`src/rtl/lga_pkg.sv`:
```
// Shared types, constants and helper functions of the LED gradient animator.
`timescale 1ns / 1ps

package lga_pkg;

	// Phase and brightness scaling are fixed by the field widths of the block.
	localparam int PHASE_STEPS = 65536;
	localparam int PHASE_W     = $clog2(2 * PHASE_STEPS);
	localparam int FOLD_W      = $clog2(PHASE_STEPS + 1);
	localparam int PS_LOG      = $clog2(PHASE_STEPS);
	localparam int BRIGHT_BITS = 12;

	// Defaults for the top-level parameters.
	localparam int LED_NUM_DEF     = 32;
	localparam int TABLE_DEPTH_DEF = 256;

	// Field widths of the stream payloads and the configuration port.
	localparam int IDX_W    = 8;
	localparam int CH_W     = 8;
	localparam int BRI_W    = 13;
	localparam int POS_W    = 5;
	localparam int INC_W    = 16;
	localparam int CFG_IDX_W = 1;
	localparam logic [INC_W-1:0] INC_RESET = INC_W'(16);

	// The reciprocal divider produces the quotient first and then the remainder from it.
	localparam int DIV_ITERS = 2;
	localparam int DIV_CNT_W = $clog2(DIV_ITERS);

	typedef enum logic [CFG_IDX_W-1:0] {
		CFG_BOTTOM_INC = 1'b0,
		CFG_TOP_INC    = 1'b1
	} cfg_reg_t;

	typedef enum logic {
		CMD_FRAME = 1'b0,
		CMD_WRITE = 1'b1
	} cmd_code_t;

	typedef enum logic [2:0] {
		ST_IDLE,
		ST_PREP,
		ST_DIV,
		ST_FIX,
		ST_RUN
	} ctrl_state_t;

	// Commands from the controller to the datapath.
	typedef struct packed {
		logic phase_upd;
		logic tab_wr;
		logic prep;
		logic div_step;
		logic fix;
		logic emit;
	} dp_cmd_t;

	// Status from the datapath back to the controller.
	typedef struct packed {
		logic adv;
		logic pipe_busy;
		logic last_led;
	} dp_sts_t;

	// Physical chain position of each logical LED.
	localparam int ORDER_LEN = 32;
	localparam logic [POS_W-1:0] LED_ORDER [ORDER_LEN] = '{
		5'd19, 5'd27, 5'd21, 5'd13, 5'd0,  5'd4,  5'd24, 5'd8,
		5'd12, 5'd15, 5'd6,  5'd5,  5'd28, 5'd29, 5'd17, 5'd3,
		5'd18, 5'd26, 5'd22, 5'd10, 5'd16, 5'd20, 5'd30, 5'd1,
		5'd25, 5'd2,  5'd14, 5'd31, 5'd7,  5'd11, 5'd9,  5'd23
	};

	// LEDs past the order list take the low POS_W bits of their own index.
	function automatic logic [POS_W-1:0] led_pos(input int unsigned i);
		logic [POS_W-1:0] p;
		if (i < ORDER_LEN) begin
			p = LED_ORDER[i[4:0]];
		end else begin
			p = i[POS_W-1:0];
		end
		return p;
	endfunction

endpackage

```
`src/rtl/lga_ctrl.sv`:
```
// Frame sequencer of the LED gradient animator.
`timescale 1ns / 1ps

module lga_ctrl
	import lga_pkg::*;
(
	input  logic      clk,
	input  logic      arst_n,
	input  logic      in_valid,
	input  cmd_code_t in_cmd,
	output logic      in_ready,
	input  dp_sts_t   sts,
	output dp_cmd_t   cmd
);

	ctrl_state_t            state_q, state_nxt;
	logic [DIV_CNT_W-1:0]   div_cnt_q;
	logic                   accept;

	assign accept = in_valid && in_ready;

	always_ff @(posedge clk or negedge arst_n) begin
		if (!arst_n) begin
			state_q   <= ST_IDLE;
			div_cnt_q <= '0;
		end else begin
			state_q <= state_nxt;
			if (state_q == ST_PREP) begin
				div_cnt_q <= '0;
			end else if (state_q == ST_DIV) begin
				div_cnt_q <= div_cnt_q + 1'b1;
			end
		end
	end

	always_comb begin
		state_nxt = state_q;
		case (state_q)
			ST_IDLE: begin
				if (accept && in_cmd == CMD_FRAME) begin
					state_nxt = ST_PREP;
				end
			end
			ST_PREP: begin
				state_nxt = ST_DIV;
			end
			ST_DIV: begin
				if (div_cnt_q == DIV_CNT_W'(DIV_ITERS - 1)) begin
					state_nxt = ST_FIX;
				end
			end
			ST_FIX: begin
				state_nxt = ST_RUN;
			end
			ST_RUN: begin
				if (sts.adv && sts.last_led) begin
					state_nxt = ST_IDLE;
				end
			end
			default: begin
				state_nxt = ST_IDLE;
			end
		endcase
	end

	always_comb begin
		// A table write must not overtake a read still waiting in the pipeline.
		in_ready     = (state_q == ST_IDLE) && !sts.pipe_busy;
		cmd          = '0;
		cmd.phase_upd = accept && (in_cmd == CMD_FRAME);
		cmd.tab_wr   = accept && (in_cmd == CMD_WRITE);
		cmd.prep     = (state_q == ST_PREP);
		cmd.div_step = (state_q == ST_DIV);
		cmd.fix      = (state_q == ST_FIX);
		cmd.emit     = (state_q == ST_RUN) && sts.adv;
	end

endmodule

```
`config.mk`:
```
export PLATFORM = sky130hd
export DESIGN_NAME = lga_ctrl
export DESIGN_NICKNAME = d
export VERILOG_FILES = /design/src/rtl/lga_pkg.sv /design/src/rtl/lga_ctrl.sv
export SDC_FILE = /design/constraint.sdc
export NUM_CORES = 1
export LEC_CHECK = 0
export ABC_CLOCK_PERIOD_IN_PS = 2600
export CAP_MARGIN = 20
export CORE_AREA = 2 2 39 41
export DETAILED_ROUTE_END_ITERATION = 7
export DIE_AREA = 0 0 41 43
export DONT_BUFFER_PORTS = 1
export GPL_ROUTABILITY_DRIVEN = 0
export GPL_TIMING_DRIVEN = 0
export SYNTH_ARGS = -nofsm -noshare
export SYNTH_HDL_FRONTEND = slang
export SYNTH_SLANG_ARGS = --single-unit
```
`constraint.sdc`:
```
create_clock -name clk -period 2.6 [get_ports clk]
set_input_delay 0.52 -clock clk [delete_from_list [all_inputs] [get_ports clk]]
set_output_delay 0.52 -clock clk [all_outputs]
set_load 0.1 [all_outputs]
```
## After elaboration in Yosys (flattened, before gate mapping)

Cells that the tools add are included.

- Output and inout port bits: 7
- Register bits: 4

- Multiplexer cells: 6
- Equal/unequal tests: 7
- Reduce and logical (&&, ||, !) cells: 10
- $add $sub $neg: 1
- Bitwise gates (word level): 1

Operators by type and width:

| cell | count |
|---|---|
| one-hot mux 3 bit (5 select lines) | 1 |
| 2-to-1 mux 3 bit | 3 |
| equality test 3 x 2 -> 1 bit, second input constant | 2 |
| logical AND 1 bit | 6 |
| inequality test 2 bit, second input constant | 2 |
| equality test 3 x 1 -> 1 bit, second input constant | 1 |
| equality test 3 bit, second input constant | 1 |
| zero test 3 bit | 1 |
| AND reduction 3 bit | 1 |
| 2-to-1 mux 1 bit | 2 |
| inequality test 2 x 1 -> 1 bit, second input constant | 1 |
| nonzero test 2 bit | 1 |
| adder 1 bit, second input constant | 1 |
| zero test 1 bit | 1 |
| NOT 1 bit | 1 |

## Logic depth before layout (Yosys ltp)

Gate-level depths: netlist of run 1.

- Depth in word-level cells: 6
- Gate-level depth with buffers: 3
- Gate-level depth less buffers: 3

## Least setup slack after synthesis of run 1

No wires, ideal clock.

- Kind: register to output
- Start point: register state_q[0]
- End point: output port cmd[2] in the netlist's numbering
- Required time: 2.080 ns
- Path slack: -0.616 ns
- Arrival time: 2.696 ns
- Stages on the path, launching flop included: 2
- Path buffers: 0
- Path through: dfrtp_1 -> nor3b_1

RTL lines:

| what | RTL line | source |
|---|---|---|
| start: declaration | lga_ctrl.sv:16 | `ctrl_state_t state_q, state_nxt;` |
| start signal: assignment | lga_ctrl.sv:27 | `state_q <= state_nxt;` |
| end: declaration | lga_ctrl.sv:13 | `output dp_cmd_t cmd` |

==> results of run 1 <==
[stage by stage]
stage	TNS [ns]	util (%)	setup WS [ns]	std cells
floorplan	0	-	0.139	24
global placement	0	19.9	0.0839	40
detailed placement	0	25.3	0.0598	44
CTS	-0.141	27.9	-0.0713	48
global route	-0.0448	28.4	-0.0448	48
finish	0	28.4	0.0131	48
[critical path: stages (launching register included)]
cell                       delay [ns]
sky130_fd_sc_hd__dfrtp_1         0.47
sky130_fd_sc_hd__or4_4           0.61
sky130_fd_sc_hd__clkinv_2        0.31
sky130_fd_sc_hd__and3_4          0.45
[synth_stat cells (2+ instances only)]
cell	count
sky130_fd_sc_hd__and3_1	2
sky130_fd_sc_hd__dfrtp_1	4
sky130_fd_sc_hd__nor2_1	2
sky130_fd_sc_hd__nor3b_1	2
[sequential cells by signal, indices dropped and copies added (netlist names)]
| name | cells |
|---|---|
| div_cnt_q | 1 |
| state_q | 3 |
[worst max-delay path by stage]
stage          slack, ns  depth (start not counted)  endpoint
6_report            0.01                          3    cmd[4]
3_3_place_gp        0.08                          3    cmd[4]
3_5_place_dp        0.06                          3    cmd[4]
4_1_cts            -0.07                          3    cmd[4]
5_1_grt            -0.04                          3    cmd[4]
2_1_floorplan       0.14                          3    cmd[4]
[cell type report]
type                            count  area (um2)
Buffer                              1        7.51
Sequential cell                     4         100
Inverter                            1        5.00
Multi-Input combinational cell     18         165
Tap cell                           16        20.0
Timing Repair Buffer                5        72.6
Fill cell                         143         991
Clock buffer                        3        22.5
[logic make-up after synthesis]
kind of cell,Yosys count
simple gates,14
compound gates,4
flops,4
buf+inv,2
[timing repair]
item / 4_1_cts / 5_1_grt
resized for setup: 1 / 2
hold buffers: 1 / 0
endpoints found under the hold margin: 4 / 0
buffers inserted: 0 / 0
setup endpoints to repair: 2 / 2
[layer usage]
| metal | up-vias | global-route usage [%] | part of all wire [%] |
|---|---|---|---|
| li1 | 107 | - | - |
| met1 | 97 | 7.17 | 41 |
| met2 | 11 | 8.44 | 46 |
| met3 | 0 | 4.19 | 13 |
| met4 | 0 | 10.0 | 0 |
| met5 | - | 0 | 0 |
==> report_table.html, run 1 <==
<table>
<tr><th>Metric</th><th>Value</th></tr>
<tr><th colspan="2">Global routing</th></tr>
<tr><td>Global-route total usage across every layer</td><td>7.26%</td></tr>
<tr><td>Initial antenna violation count</td><td>0</td></tr>
<tr><td>First-pass GRT wire length</td><td>approximately 750 um</td></tr>
<tr><td>Overall overflow remaining after global route</td><td>0</td></tr>
<tr><td>Via count of the first global-routing pass</td><td>between 150 and 200</td></tr>
<tr><td>Maximum number of pins on one net before global-route repair</td><td>10</td></tr>
<tr><th colspan="2">Yosys</th></tr>
<tr><td>Fraction of the mapped netlist area in simple logic gates</td><td>41.5%</td></tr>
<tr><td>Largest area contributor in the netlist</td><td>sky130_fd_sc_hd__dfrtp_1</td></tr>
<tr><td>Proportion of synthesized flip-flops having asynchronous set or reset</td><td>100%</td></tr>
<tr><td>Largest family of logic cells by synthesized area</td><td>simple AND/OR/NAND/NOR gates</td></tr>
<tr><td>Multiplexer fraction of the synthesized cell area</td><td>0%</td></tr>
<tr><td>Share of the synthesized area in compound gates (AO/OA/AOI/OAI)</td><td>12.4%</td></tr>
<tr><td>Net count after synthesis</td><td>31</td></tr>
<tr><td>Number of distinct library cells after synthesis</td><td>18</td></tr>
<tr><td>Number of enable flip-flop cells after synthesis</td><td>0</td></tr>
<tr><td>Yosys reg bits</td><td>4</td></tr>
<tr><td>Synth area leaders</td><td>sky130_fd_sc_hd__dfrtp_1 41%, sky130_fd_sc_hd__nor3b_1 6.2%, sky130_fd_sc_hd__and3_1 5.2%, sky130_fd_sc_hd__or4_4 4.7%, sky130_fd_sc_hd__or4bb_1 4.7%</td></tr>
<tr><td>Synth Cell Area</td><td>241 um2</td></tr>
<tr><td>Mean instance size in the synthesized netlist</td><td>~10 um2</td></tr>
<tr><td>Share of the synthesized netlist area taken by xor and xnor gates</td><td>0%</td></tr>
<tr><td>Share of the synthesized area in the top cell type</td><td>between 40% and 50%</td></tr>
<tr><td>Number of instances in the synthesized netlist</td><td>24</td></tr>
<tr><td>Seq/Total Area, Yosys</td><td>about two fifths</td></tr>
<tr><td>Number of warnings reported in the yosys synthesis log</td><td>0</td></tr>
<tr><td>Post-Synth Adder-Cell Area</td><td>0%</td></tr>
<tr><td>Synth Flop Type</td><td>sky130_fd_sc_hd__dfrtp_1</td></tr>
<tr><th colspan="2">Detailed routing</th></tr>
<tr><td>Vias after detailed routing</td><td>roughly 220</td></tr>
<tr><td>Antenna Violating Nets Remaining</td><td>0</td></tr>
<tr><td>Average via count per standard cell</td><td>roughly 4.5</td></tr>
<tr><td>Wire length per cell</td><td>11.5 um</td></tr>
<tr><td>DRC errors left</td><td>0</td></tr>
<tr><td>Detailed-router iteration count before antenna repair</td><td>4</td></tr>
<tr><td>First DRT Iteration DRCs</td><td>5</td></tr>
<tr><td>Drt total wl</td><td>around 550 um</td></tr>
<tr><th colspan="2">Timing</th></tr>
<tr><td>RSZ-0062 raised after global routing</td><td>true</td></tr>
<tr><td>Hold Fails Final Rpt</td><td>0</td></tr>
<tr><td>Post-Route Hold Slack</td><td>a little over 0.5 ns</td></tr>
<tr><td>Slew @ Worst Pin</td><td>approximately 0.96 ns</td></tr>
<tr><td>Max-slew violations</td><td>0</td></tr>
<tr><td>Clock period minus final worst setup slack</td><td>roughly 2.6 ns</td></tr>
<tr><td>Fin Clk Skew</td><td>0.00223 ns</td></tr>
<tr><td>Tcrit/Tclk final</td><td>between 90 and 100%</td></tr>
<tr><td>Maximum frequency from static timing analysis</td><td>0.387 GHz</td></tr>
<tr><td>Worst rel slew slack</td><td>36.0%</td></tr>
<tr><td>Final setup violation count</td><td>0</td></tr>
<tr><th colspan="2">Worst setup path</th></tr>
<tr><td>Critical Path AT</td><td>just over 2 ns</td></tr>
<tr><td>Startpoint of the lowest-slack register-to-register path</td><td>state_q[1]$_DFFE_PN0P_</td></tr>
<tr><td>Start point of the critical path</td><td>state_q[1]$_DFFE_PN0P_</td></tr>
<tr><td>Endpoint required time on the critical path</td><td>2.08 ns</td></tr>
<tr><td>Startpoint type of the worst setup path</td><td>register</td></tr>
<tr><td>Largest driver fanout on the critical path</td><td>9</td></tr>
<tr><td>Crit. End Element</td><td>output port</td></tr>
<tr><td>Critical path class</td><td>reg2out</td></tr>
<tr><td>Flop-to-flop setup slack</td><td>roughly 1.2 ns</td></tr>
<tr><td>Reg2Reg Capture Point</td><td>state_q[0]$_DFFE_PN0P_</td></tr>
<tr><td>Worst R2R Path Depth</td><td>2</td></tr>
<tr><th colspan="2">Placed design</th></tr>
<tr><td>Placed cell area</td><td>between 300 and 400 um2</td></tr>
<tr><td>IO Port Bufs</td><td>0</td></tr>
<tr><th colspan="2">Layout</th></tr>
<tr><td>Nets</td><td>around 40</td></tr>
<tr><td>Commonest cells after routing, fill and taps aside</td><td>4 x sky130_fd_sc_hd__dfrtp_1, 3 x sky130_fd_sc_hd__clkbuf_4, 2 x sky130_fd_sc_hd__nor3b_4, 2 x sky130_fd_sc_hd__buf_1, 2 x sky130_fd_sc_hd__buf_16</td></tr>
<tr><td>Antenna Cells</td><td>0</td></tr>
<tr><td>Area growth, synth to finish</td><td>62.7%</td></tr>
<tr><td>Most frequent standard cell in the layout excluding fill and tap cells</td><td>sky130_fd_sc_hd__dfrtp_1</td></tr>
<tr><td>Summed area of non-filler cells in the final layout</td><td>393 um2</td></tr>
<tr><td>Share of post-route cells with drive strength above 1</td><td>between 50% and 60%</td></tr>
<tr><th colspan="2">Worst hold path</th></tr>
<tr><td>Start point of the worst min-delay path</td><td>sts[2]</td></tr>
<tr><td>WHS Endpoint</td><td>state_q[2]$_DFFE_PN0P_</td></tr>
<tr><td>Hold Crit Depth</td><td>2</td></tr>
<tr><td>Tightest Hold Check Type</td><td>in2reg</td></tr>
<tr><th colspan="2">CTS</th></tr>
<tr><td>Clock network latency to the later pin of the worst-skew pair</td><td>~0.23 ns</td></tr>
<tr><td>Clock transition at path regs</td><td>approximately 0.04 ns</td></tr>
<tr><td>Library cell used as clock root buffer</td><td>sky130_fd_sc_hd__clkbuf_4</td></tr>
<tr><td>Number of CTS-inserted buffers</td><td>3</td></tr>
<tr><td>Number of H-tree levels</td><td>1</td></tr>
<tr><td>Largest buffer count on any clock path</td><td>2</td></tr>
<tr><td>Clock sink total</td><td>4</td></tr>
<tr><td>CTS tree</td><td>built</td></tr>
<tr><th colspan="2">Floorplanning</th></tr>
<tr><td>Top-level I/O count</td><td>14</td></tr>
<tr><td>Die Area</td><td>about 1800 um2</td></tr>
<tr><td>Horizontal extent of the die</td><td>a little over 40 um</td></tr>
<tr><td>Core Footprint</td><td>1380 um2</td></tr>
<tr><td>Vert. Die Dim</td><td>roughly 43 um</td></tr>
<tr><td>Number of placement rows</td><td>14</td></tr>
<tr><td>Initial standard-cell utilization of the core</td><td>~17%</td></tr>
<tr><th colspan="2">Outcome</th></tr>
<tr><td>Run status</td><td>finished, final reports clean</td></tr>
<tr><th colspan="2">Job</th></tr>
<tr><td># Max-Cap Violations</td><td>0</td></tr>
</table>
Power of run 1 is not shown: default switching activity piles up to over one toggle a cycle in this logic, so the estimate is an artifact.
==> run 2, diff against run 1 <==
--- a/config.mk
+++ b/config.mk
@@ -13,6 +13,7 @@
 export DONT_BUFFER_PORTS = 1
 export GPL_ROUTABILITY_DRIVEN = 0
 export GPL_TIMING_DRIVEN = 0
+export SETUP_SLACK_MARGIN = 0.15
 export SYNTH_ARGS = -nofsm -noshare
 export SYNTH_HDL_FRONTEND = slang
 export SYNTH_SLANG_ARGS = --single-unit
==> report_table.html, run 2 (synthesis results as in run 1) <==
<table>
<tr><th>Metric</th><th>Value</th></tr>
<tr><th colspan="2">Global routing</th></tr>
<tr><td>Overall overflow remaining after global route</td><td>0</td></tr>
<tr><td>Maximum number of pins on one net before global-route repair</td><td>10</td></tr>
<tr><td>Initial antenna violation count</td><td>0</td></tr>
<tr><td>Met1 track demand over resource in global routing</td><td>between 8 and 9%</td></tr>
<tr><td>Global-route total usage across every layer</td><td>around 7.4%</td></tr>
<tr><td>M3 GR Usage</td><td>between 5 and 6%</td></tr>
<tr><td>First-pass GRT wire length</td><td>800 um</td></tr>
<tr><td>Highest-utilization routing layer at the global route stage</td><td>met1</td></tr>
<tr><td>Via count of the first global-routing pass</td><td>200</td></tr>
<tr><td>Met2 global-route usage</td><td>8.13%</td></tr>
<tr><th colspan="2">Worst setup path</th></tr>
<tr><td>Chain of cells forming the critical path</td><td>or4_4, clkinv_8, and3_4</td></tr>
<tr><td>Slowest cell delay on critical path</td><td>~0.62 ns</td></tr>
<tr><td>Reg2Reg Capture Point</td><td>state_q[0]$_DFFE_PN0P_</td></tr>
<tr><td>Endpoint required time on the critical path</td><td>around 2.1 ns</td></tr>
<tr><td>Worst R2R Path Depth</td><td>2</td></tr>
<tr><td>Endpoint of the most critical setup path</td><td>cmd[4]</td></tr>
<tr><td>Crit. End Element</td><td>output port</td></tr>
<tr><td>Start point of the critical path</td><td>state_q[1]$_DFFE_PN0P_</td></tr>
<tr><td>Slowest stage cell, crit path</td><td>sky130_fd_sc_hd__or4_4</td></tr>
<tr><td>Largest driver fanout on the critical path</td><td>9</td></tr>
<tr><td>Critical path class</td><td>reg2out</td></tr>
<tr><td>Startpoint of the lowest-slack register-to-register path</td><td>state_q[1]$_DFFE_PN0P_</td></tr>
<tr><td>Startpoint type of the worst setup path</td><td>register</td></tr>
<tr><td>Critical Path AT</td><td>1.87 ns</td></tr>
<tr><td>Flop-to-flop setup slack</td><td>~1.2 ns</td></tr>
<tr><th colspan="2">Timing</th></tr>
<tr><td>Tcrit/Tclk final</td><td>between 90% and 100%</td></tr>
<tr><td>Setup WS post-layout</td><td>0.213 ns</td></tr>
<tr><td>Post-Route Hold Slack</td><td>around 0.50 ns</td></tr>
<tr><td>Hold Fails Final Rpt</td><td>0</td></tr>
<tr><td>RSZ-0062 raised after global routing</td><td>false</td></tr>
<tr><td>Maximum frequency from static timing analysis</td><td>about 0.42 GHz</td></tr>
<tr><td>Clock period minus final worst setup slack</td><td>roughly 2.4 ns</td></tr>
<tr><td>Fin Clk Skew</td><td>between 0.005 and 0.006 ns</td></tr>
<tr><td>Slew @ Worst Pin</td><td>approximately 0.97 ns</td></tr>
<tr><td>Setup TNS after final layout</td><td>0 ns</td></tr>
<tr><td>Max-slew violations</td><td>0</td></tr>
<tr><td>Final setup violation count</td><td>0</td></tr>
<tr><td>Worst rel slew slack</td><td>35.9%</td></tr>
<tr><th colspan="2">Floorplanning</th></tr>
<tr><td>Number of placement rows</td><td>14</td></tr>
<tr><td>Core Footprint</td><td>~1400 um2</td></tr>
<tr><td>Die Area</td><td>1760 um2</td></tr>
<tr><td>Initial standard-cell utilization of the core</td><td>17.5%</td></tr>
<tr><td>Horizontal extent of the die</td><td>41 um</td></tr>
<tr><td>Vert. Die Dim</td><td>about 43 um</td></tr>
<tr><td>Top-level I/O count</td><td>14</td></tr>
<tr><th colspan="2">Layout</th></tr>
<tr><td>Area of combinational cells with multiple inputs</td><td>about 170 um2</td></tr>
<tr><td>Largest Register</td><td>state_q</td></tr>
<tr><td>Antenna Cells</td><td>0</td></tr>
<tr><td>Share of post-route cells with drive strength above 1</td><td>approximately three fifths</td></tr>
<tr><td>Nets</td><td>41</td></tr>
<tr><td>Number of fillers in the final layout</td><td>~140</td></tr>
<tr><td>Largest registers in the final layout</td><td>state_q: 3 flops, div_cnt_q: 1 flops</td></tr>
<tr><td>Area growth, synth to finish</td><td>68.9%</td></tr>
<tr><td>Flip-flop count of the largest register, all copies and words added</td><td>3</td></tr>
<tr><td>Commonest cells after routing, fill and taps aside</td><td>3 x sky130_fd_sc_hd__clkbuf_4, 3 x sky130_fd_sc_hd__dfrtp_2, 2 x sky130_fd_sc_hd__nor3b_4, 2 x sky130_fd_sc_hd__buf_1, 2 x sky130_fd_sc_hd__buf_16</td></tr>
<tr><td>Area taken by flip-flops and latches</td><td>104 um2</td></tr>
<tr><th colspan="2">Detailed routing</th></tr>
<tr><td>Detailed-router iteration count before antenna repair</td><td>2</td></tr>
<tr><td>Vias after detailed routing</td><td>~220</td></tr>
<tr><td>Average via count per standard cell</td><td>roughly 4.6</td></tr>
<tr><td>Antenna Violating Nets Remaining</td><td>0</td></tr>
<tr><td>Drt total wl</td><td>~570 um</td></tr>
<tr><td>DRC errors left</td><td>0</td></tr>
<tr><td>First DRT Iteration DRCs</td><td>5</td></tr>
<tr><td>Wire length per cell</td><td>11.8 um</td></tr>
<tr><th colspan="2">CTS</th></tr>
<tr><td>Largest buffer count on any clock path</td><td>2</td></tr>
<tr><td>Clock transition at path regs</td><td>0.04 ns</td></tr>
<tr><td>Number of CTS-inserted buffers</td><td>3</td></tr>
<tr><td>Number of H-tree levels</td><td>1</td></tr>
<tr><td>CTS tree</td><td>built</td></tr>
<tr><td>Clock network latency to the later pin of the worst-skew pair</td><td>0.24 ns</td></tr>
<tr><td>Library cell used as clock root buffer</td><td>sky130_fd_sc_hd__clkbuf_4</td></tr>
<tr><td>Clock sink total</td><td>4</td></tr>
<tr><th colspan="2">Worst hold path</th></tr>
<tr><td>Tightest Hold Check Type</td><td>in2reg</td></tr>
<tr><th colspan="2">Placed design</th></tr>
<tr><td>Worst setup timing slack at the placement stage</td><td>about 0.18 ns</td></tr>
<tr><td>IO Port Bufs</td><td>0</td></tr>
<tr><th colspan="2">Job</th></tr>
<tr><td># Max-Cap Violations</td><td>0</td></tr>
<tr><th colspan="2">Outcome</th></tr>
<tr><td>Run status</td><td>finished, final reports clean</td></tr>
</table>
## run 2: how the worst min path moves through the flow
stage | startpoint | to | slack (ns) | depth (start not counted)
2_1_floorplan | arst_n | div_cnt_q$_DFFE_PN0N_ | 0.22 | 0
3_3_place_gp | arst_n | div_cnt_q$_DFFE_PN0N_ | 0.22 | 0
3_5_place_dp | arst_n | div_cnt_q$_DFFE_PN0N_ | 0.22 | 0
4_1_cts | sts[2] | state_q[2]$_DFFE_PN0P_ | 0.49 | 2
5_1_grt | sts[2] | state_q[2]$_DFFE_PN0P_ | 0.50 | 2
6_report | sts[2] | state_q[2]$_DFFE_PN0P_ | 0.50 | 2
## run 2: area by class of cell
| cell class | instances | area share (%) |
|---|---|---|
| timing repair buffer | 5 | 17.8 |
| multi-input combinational | 18 | 40.5 |
| buffer | 1 | 1.84 |
| sequential | 4 | 25.5 |
| tap | 16 | 4.91 |
| clock buffer | 3 | 5.52 |
| inverter | 1 | 3.99 |
## run 2: worst max-delay path: cells and delay by family (launching register included)
| family | cells | cell delay [ns] |
|---|---|---|
| buf+inv | 1 | 0.15 |
| flops | 1 | 0.46 |
| simple gates | 2 | 1.01 |
## run 2: through the flow
step / instances / utilization, % / cell area, um2
2_1_floorplan: 24 / - / 259
3_3_place_gp: 40 / 20.2 / 279
3_5_place_dp: 44 / 25.6 / 354
4_1_cts: 48 / 28.5 / 394
5_1_grt: 48 / 29.5 / 408
6_report: 48 / 29.5 / 408
## run 2: metal layers
| metal | vias to the layer above | wire length [um] |
|---|---|---|
| met5 | - | 0 |
| met4 | 0 | 0 |
| met3 | 0 | 90 |
| met2 | 13 | 233 |
| met1 | 101 | 242 |
| li1 | 105 | - |
## run 2: timing repair
item	CTS	global route
setup buffers	0	0
pin swaps	0	1
hold endpoints to repair	4	0
resized for setup	2	6
hold buffers	1	0
setup endpoints to repair	2	1
Power of run 2 is left out for the same reason.
